File: src/hdl/vec3_normalize_assert.svh
// Assertion macros for vec3_normalize
`ifndef VEC3_NORMALIZE_ASSERT_SVH
`define VEC3_NORMALIZE_ASSERT_SVH

// condition that must hold at every edge outside reset
`define VN_ALWAYS(lbl, clk, rst_n, cond, msg) \
    lbl: assert property (@(posedge clk) disable iff (!rst_n) (cond)) else $error(msg);

// implication checked from the same edge
`define VN_IMPLIES(lbl, clk, rst_n, ante, cons, msg) \
    lbl: assert property (@(posedge clk) disable iff (!rst_n) (ante) |-> (cons)) \
        else $error(msg);

`endif

File: src/hdl/vn_pkg.sv
package vn_pkg;

    localparam int VN_IN_W  = 32;   // component width
    localparam int VN_SQ_W  = 64;   // exact sum of squares
    localparam int VN_LEN_W = 32;   // floor sqrt of the sum
    localparam int VN_Q_W   = 17;   // quotient magnitude, up to 65536
    localparam int VN_OUT_W = 18;   // signed result
    localparam int VN_FRAC  = 16;   // Q16.16 fraction bits

    typedef struct packed {
        logic [VN_IN_W-1:0] mag_x;
        logic [VN_IN_W-1:0] mag_y;
        logic [VN_IN_W-1:0] mag_z;
        logic               neg_x;
        logic               neg_y;
        logic               neg_z;
    } t_side;

    typedef struct packed {
        logic neg;
        logic zero;
    } t_dtag;

endpackage

File: src/hdl/vn_div.sv
// Restoring divider, (mag << 16) / len, one quotient bit per stage
module vn_div (
    input  logic                          i_clk,
    input  logic                          i_rst_n,
    input  logic                          i_en,
    input  logic                          i_valid,
    input  logic [vn_pkg::VN_IN_W-1:0]    i_mag,
    input  logic [vn_pkg::VN_LEN_W-1:0]   i_len,
    input  vn_pkg::t_dtag                 i_tag,
    output logic                          o_valid,
    output logic [vn_pkg::VN_Q_W-1:0]     o_quo,
    output vn_pkg::t_dtag                 o_tag
);

    localparam int NS    = vn_pkg::VN_Q_W;
    localparam int REM_W = vn_pkg::VN_LEN_W;
    localparam int ACC_W = REM_W + 1;

    logic                          r_v   [1:NS];
    logic [REM_W-1:0]              r_rem [1:NS];
    logic [NS-1:0]                 r_quo [1:NS];
    logic [NS-1:0]                 r_src [1:NS];
    logic [vn_pkg::VN_LEN_W-1:0]   r_len [1:NS];
    vn_pkg::t_dtag                 r_tag [1:NS];

    genvar k;
    generate
        for (k = 0; k < NS; k++) begin : g_stage
            logic                        w_v;
            logic [REM_W-1:0]            w_rem;
            logic [NS-1:0]               w_quo;
            logic [NS-1:0]               w_src;
            logic [vn_pkg::VN_LEN_W-1:0] w_len;
            vn_pkg::t_dtag               w_tag;
            logic [ACC_W-1:0]            n_acc;
            logic [REM_W-1:0]            n_rem;
            logic                        n_bit;

            if (k == 0) begin : g_first
                // top bits of the numerator start below len, so 17 steps suffice
                assign w_v   = i_valid;
                assign w_rem = {1'b0, i_mag[vn_pkg::VN_IN_W-1:1]};
                assign w_quo = '0;
                assign w_src = {i_mag[0], {(NS-1){1'b0}}};
                assign w_len = i_len;
                assign w_tag = i_tag;
            end else begin : g_next
                assign w_v   = r_v[k];
                assign w_rem = r_rem[k];
                assign w_quo = r_quo[k];
                assign w_src = r_src[k];
                assign w_len = r_len[k];
                assign w_tag = r_tag[k];
            end

            always_comb begin
                n_acc = {w_rem, w_src[NS-1]};
                n_bit = (n_acc >= {1'b0, w_len});
                if (n_bit) begin
                    n_rem = REM_W'(n_acc - {1'b0, w_len});
                end else begin
                    n_rem = n_acc[REM_W-1:0];
                end
            end

            always_ff @(posedge i_clk) begin
                if (!i_rst_n) begin
                    r_v[k+1] <= 1'b0;
                end else if (i_en) begin
                    r_v[k+1] <= w_v;
                end
            end

            always_ff @(posedge i_clk) begin
                if (i_en) begin
                    r_rem[k+1] <= n_rem;
                    r_quo[k+1] <= {w_quo[NS-2:0], n_bit};
                    r_src[k+1] <= {w_src[NS-2:0], 1'b0};
                    r_len[k+1] <= w_len;
                    r_tag[k+1] <= w_tag;
                end
            end
        end
    endgenerate

    assign o_valid = r_v[NS];
    assign o_quo   = r_quo[NS];
    assign o_tag   = r_tag[NS];

endmodule

File: config.mk
export PLATFORM = sky130hd
export DESIGN_NAME = vn_div
export DESIGN_NICKNAME = d
export VERILOG_FILES = /design/src/hdl/vec3_normalize_assert.svh /design/src/hdl/vn_pkg.sv /design/src/hdl/vn_div.sv
export SDC_FILE = /design/constraint.sdc
export NUM_CORES = 2
export LEC_CHECK = 0
export ABC_AREA = 1
export BUFFER_PORTS_ARGS = -buffer_cell sky130_fd_sc_hd__buf_2
export CAP_MARGIN = 0
export CELL_PAD_IN_SITES_DETAIL_PLACEMENT = 1
export CELL_PAD_IN_SITES_GLOBAL_PLACEMENT = 1
export CORE_MARGIN = 2
export CORE_UTILIZATION = 25
export CTS_CLUSTER_DIAMETER = 30
export CTS_CLUSTER_SIZE = 16
export DETAILED_ROUTE_END_ITERATION = 10
export MAX_ROUTING_LAYER = met4
export PLACE_DENSITY_LB_ADDON = 0.25
export SLEW_MARGIN = 10
export SYNTH_ARGS = -nofsm -noshare
export SYNTH_HDL_FRONTEND = slang
export SYNTH_SLANG_ARGS = --single-unit
export TNS_END_PERCENT = 5
File: constraint.sdc
create_clock -name i_clk -period 2.49 [get_ports i_clk]
set_input_delay 0.1245 -clock i_clk [delete_from_list [all_inputs] [get_ports i_clk]]
set_output_delay 0.1245 -clock i_clk [all_outputs]
set_load 0.01 [all_outputs]
==> results by group <==
GRT
  – Grt ovf: 0
  – First-pass GRT wire length: 506,000 um
  – Initial antenna violation count: 5
  – Number of global-route vias before repair: 81,600
  – All-Layer GR Usage: 19.2%
  – Largest net degree at the start of global routing: 105

Run status
  – Status: finished, violations left
  – Failing checks: setup timing

Logic synthesis
  – Mapped Nets: 12,400
  – Yosys warnings: 0
  – Syn avg cell area: 7.37 um2
  – Cells after synthesis: 11,800
  – Synthesized area: 0.0869 mm2
  – Register area share after synthesis: 42.4%
  – Number of synthesized flops with an enable pin: 1,228
  – Top FF cell, synth: edfxtp_1
  – Synth cell types: 43
  – Synthesized flop and latch total: 1,228
  – Ys async rst share: 0%

Clock tree
  – Number of CTS-inserted buffers: 323
  – Root cell of the clock tree: clkbuf_16
  – Latest clock arrival within the worst-skew pair: 0.96 ns
  – Htree depth: 5
  – Reg clk slew, reported paths: 0.04 ns
  – Max Buffers Root-to-Sink: 4
  – CTS tree: done
  – CTS Sinks: 1,228

Layout
  – Fillers: 41,900
  – Commonest non-fill, non-tap cell in the layout: nand2_1
  – Most frequent cells in the layout: nand2_1 (4,462), inv_1 (2,450), buf_4 (1,277), edfxtp_1 (1,228), nand3_1 (842)
  – Layout Cells excl Fill: 18,400
  – Layout overhead on the synthesized area: 36.5%
  – Fin nets: 14,100
  – Share of cells above drive strength 1: 19.5%

Timing
  – Pins Over Slew Limit: 0
  – Setup-failing EPs final: 2
  – Worst-Margin Slew: 0.663 ns
  – Rel. slew slack: 55.8%
  – Fmax: 395 MHz
  – Fin crit share: 102%
  – Clock Skews: 0.0805 ns
  – RSZ-0062 raised after global routing: true
  – Final hold vios: 0
  – Post-route minimum period: 2.53 ns
  – Final setup margin: -0.0400 ns

Routing
  – Wirelength per Cell: 18.3 um
  – Post-DRT Antenna Nets: 0
  – Total routed wirelength: 336,000 um
  – DR vias: 79,200
  – DR vias/cell: 4.32
  – # DRC: 0
  – Initial drt markers: 4,655
  – TritonRoute pass-1 iters: 6

Power
  – Power per cell area: 1310 mW/mm2
  – Leak: 59.7 nW
  – Max IR drop VDD: 0.586 mV

Placed design
  – Post-placement cell count: 17,500
  – Post-DP HPWL: 274,000 um
  – Routability cong.: 0.896
  – Port Buffers: 89
  – Pre-CTS WS: -0.415 ns

Setup path
  – CP required: 3.11 ns
  – Crit path launch type: flop
  – Critical path class: reg2reg
  – CP endpoint kind: flop
  – Critical Path AT: 3.15 ns
  – Crit path max fanout: 5

Floorplanning
  – Die area: 0.352 mm2
  – Initial Utilization: 25.1%
  – Die width: 594 um
  – Die Ht: 594 um
  – Core outline area: 0.346 mm2
  – Ports: 90
  – Row Count: 216

Flow run
  – Max Cap Viol: 0

Worst hold path
  – Class of the worst hold path: in2reg
power by group:
part / leakage (nW) / switching, mW / internal [mW] / total, mW
Combinational: 42.3 / 46.2 / 30.7 / 76.9
Clock: 5.33 / 13.8 / 28.9 / 42.6
Sequential: 12.1 / 5.24 / 30.6 / 35.8
Total: 59.7 / 65.2 / 90.2 / 155
flip-flops by register name (all words and copies together), names as in the netlist:
signal,flops
r_len,512
r_quo,153
r_rem,512
r_tag,34
r_v,17
stage by stage:
step	cell area (um2)	hold WS [ns]	power, mW	setup TNS [ns]	utilization (%)
after global placement	101000	0.304	107	-16.50	29.3
after CTS	115000	0.0709	152	-0.413	33.1
after floorplan	86900	0.223	75.3	0	-
after global routing	119000	0.157	167	-2.19	34.3
final	119000	0.147	155	-0.0444	34.3
after detailed placement	101000	0.308	107	-15.74	29.3
area by class of cell:
class,instances,area [um2],area share (%)
Antenna cell,6,15.0,0.0127
Clock buffer,355,8220,6.93
Clock inverter,234,2930,2.47
Inverter,2478,9310,7.85
Multi-Input combinational cell,7935,43200,36.4
Sequential cell,1228,36900,31.1
Tap cell,4578,5730,4.83
Timing Repair Buffer,1537,12400,10.4
layer usage:
| metal | track usage (%) | share of wire, % | vias up |
|---|---|---|---|
| met1 | 25.6 | 48 | 37600 |
| li1 | - | - | 40300 |
| met2 | 31.4 | 47 | 1020 |
| met4 | 4.28 | 2.1 | 0 |
| met5 | - | 0 | - |
| met3 | 1.82 | 3.0 | 339 |
final timing paths:
path	startpoint	to	slack, ns	cells after the start
min	i_mag[28]	r_rem[0][60]	0.15	4
min reg2reg	r_quo[0][246]	r_quo[0][264]	0.35	0
max	r_rem[0][269]	r_rem[0][312]	-0.04	12
max reg2reg	r_rem[0][269]	r_rem[0][312]	-0.04	12
cells in the mapped netlist, types with 5 or more instances:
master       n  area [um2]
nand4_1     62         388
buf_2       75         375
nand3b_1   157        1180
o21bai_1    10        75.1
o21ai_2     15         131
nand2_1   4582       17200
nor2_2      28         175
buf_6       50         563
fa_1        16         320
edfxtp_1  1228       36900
xor2_1     209        1830
a21oi_1    351        1760
nand2_4     16         180
and2_1     131         820
or2_2       10        62.6
nand2_2     51         319
nand3_1    875        4380
buf_4        9        67.6
xnor2_1     16         140
nor2_1     630        2360
nor2_4       5        56.3
o21ai_0     25         125
inv_1     2473        9280
a21o_1      16         120
nor3_1     128         641
nand3_2     41         410
ha_1       543        6790
cells by family (layout without fill, tap and decap cells):
logic type	Yosys count	after routing	synth area share, %
other	0	6	0
xor gates and xnor gates	225	225	2.27
AOI/OAI and AO/OA	424	424	2.60
and+or+nand+nor	6727	6727	32.5
adders and majority gates	559	559	8.19
buffers and inverters	2623	4604	12.0
DFF	1228	1228	42.4
critical path, cell delays in order, from the launching register on:
cell and delay (ns):
edfxtp_1 0.50, ha_4 0.35, nand2_1 0.12, nor2_2 0.20, nand2_2 0.10, nor2_4 0.13
nand2_1 0.07, nand2_1 0.11, nor2_4 0.07, buf_4 0.14, buf_4 0.14, nand3_1 0.16
nand2_2 0.12
repair_timing:
item | in CTS | in global routing
resized for setup | 123 | 535
buffers inserted | 30 | 140
pin swaps | 8 | 64
cloned | 0 | 2
hold buffers | 106 | 0
setup endpoints to repair | 196 | 468
hold endpoints to repair | 784 | 0
No activity file was read; power rests on OpenSTA's default activity.
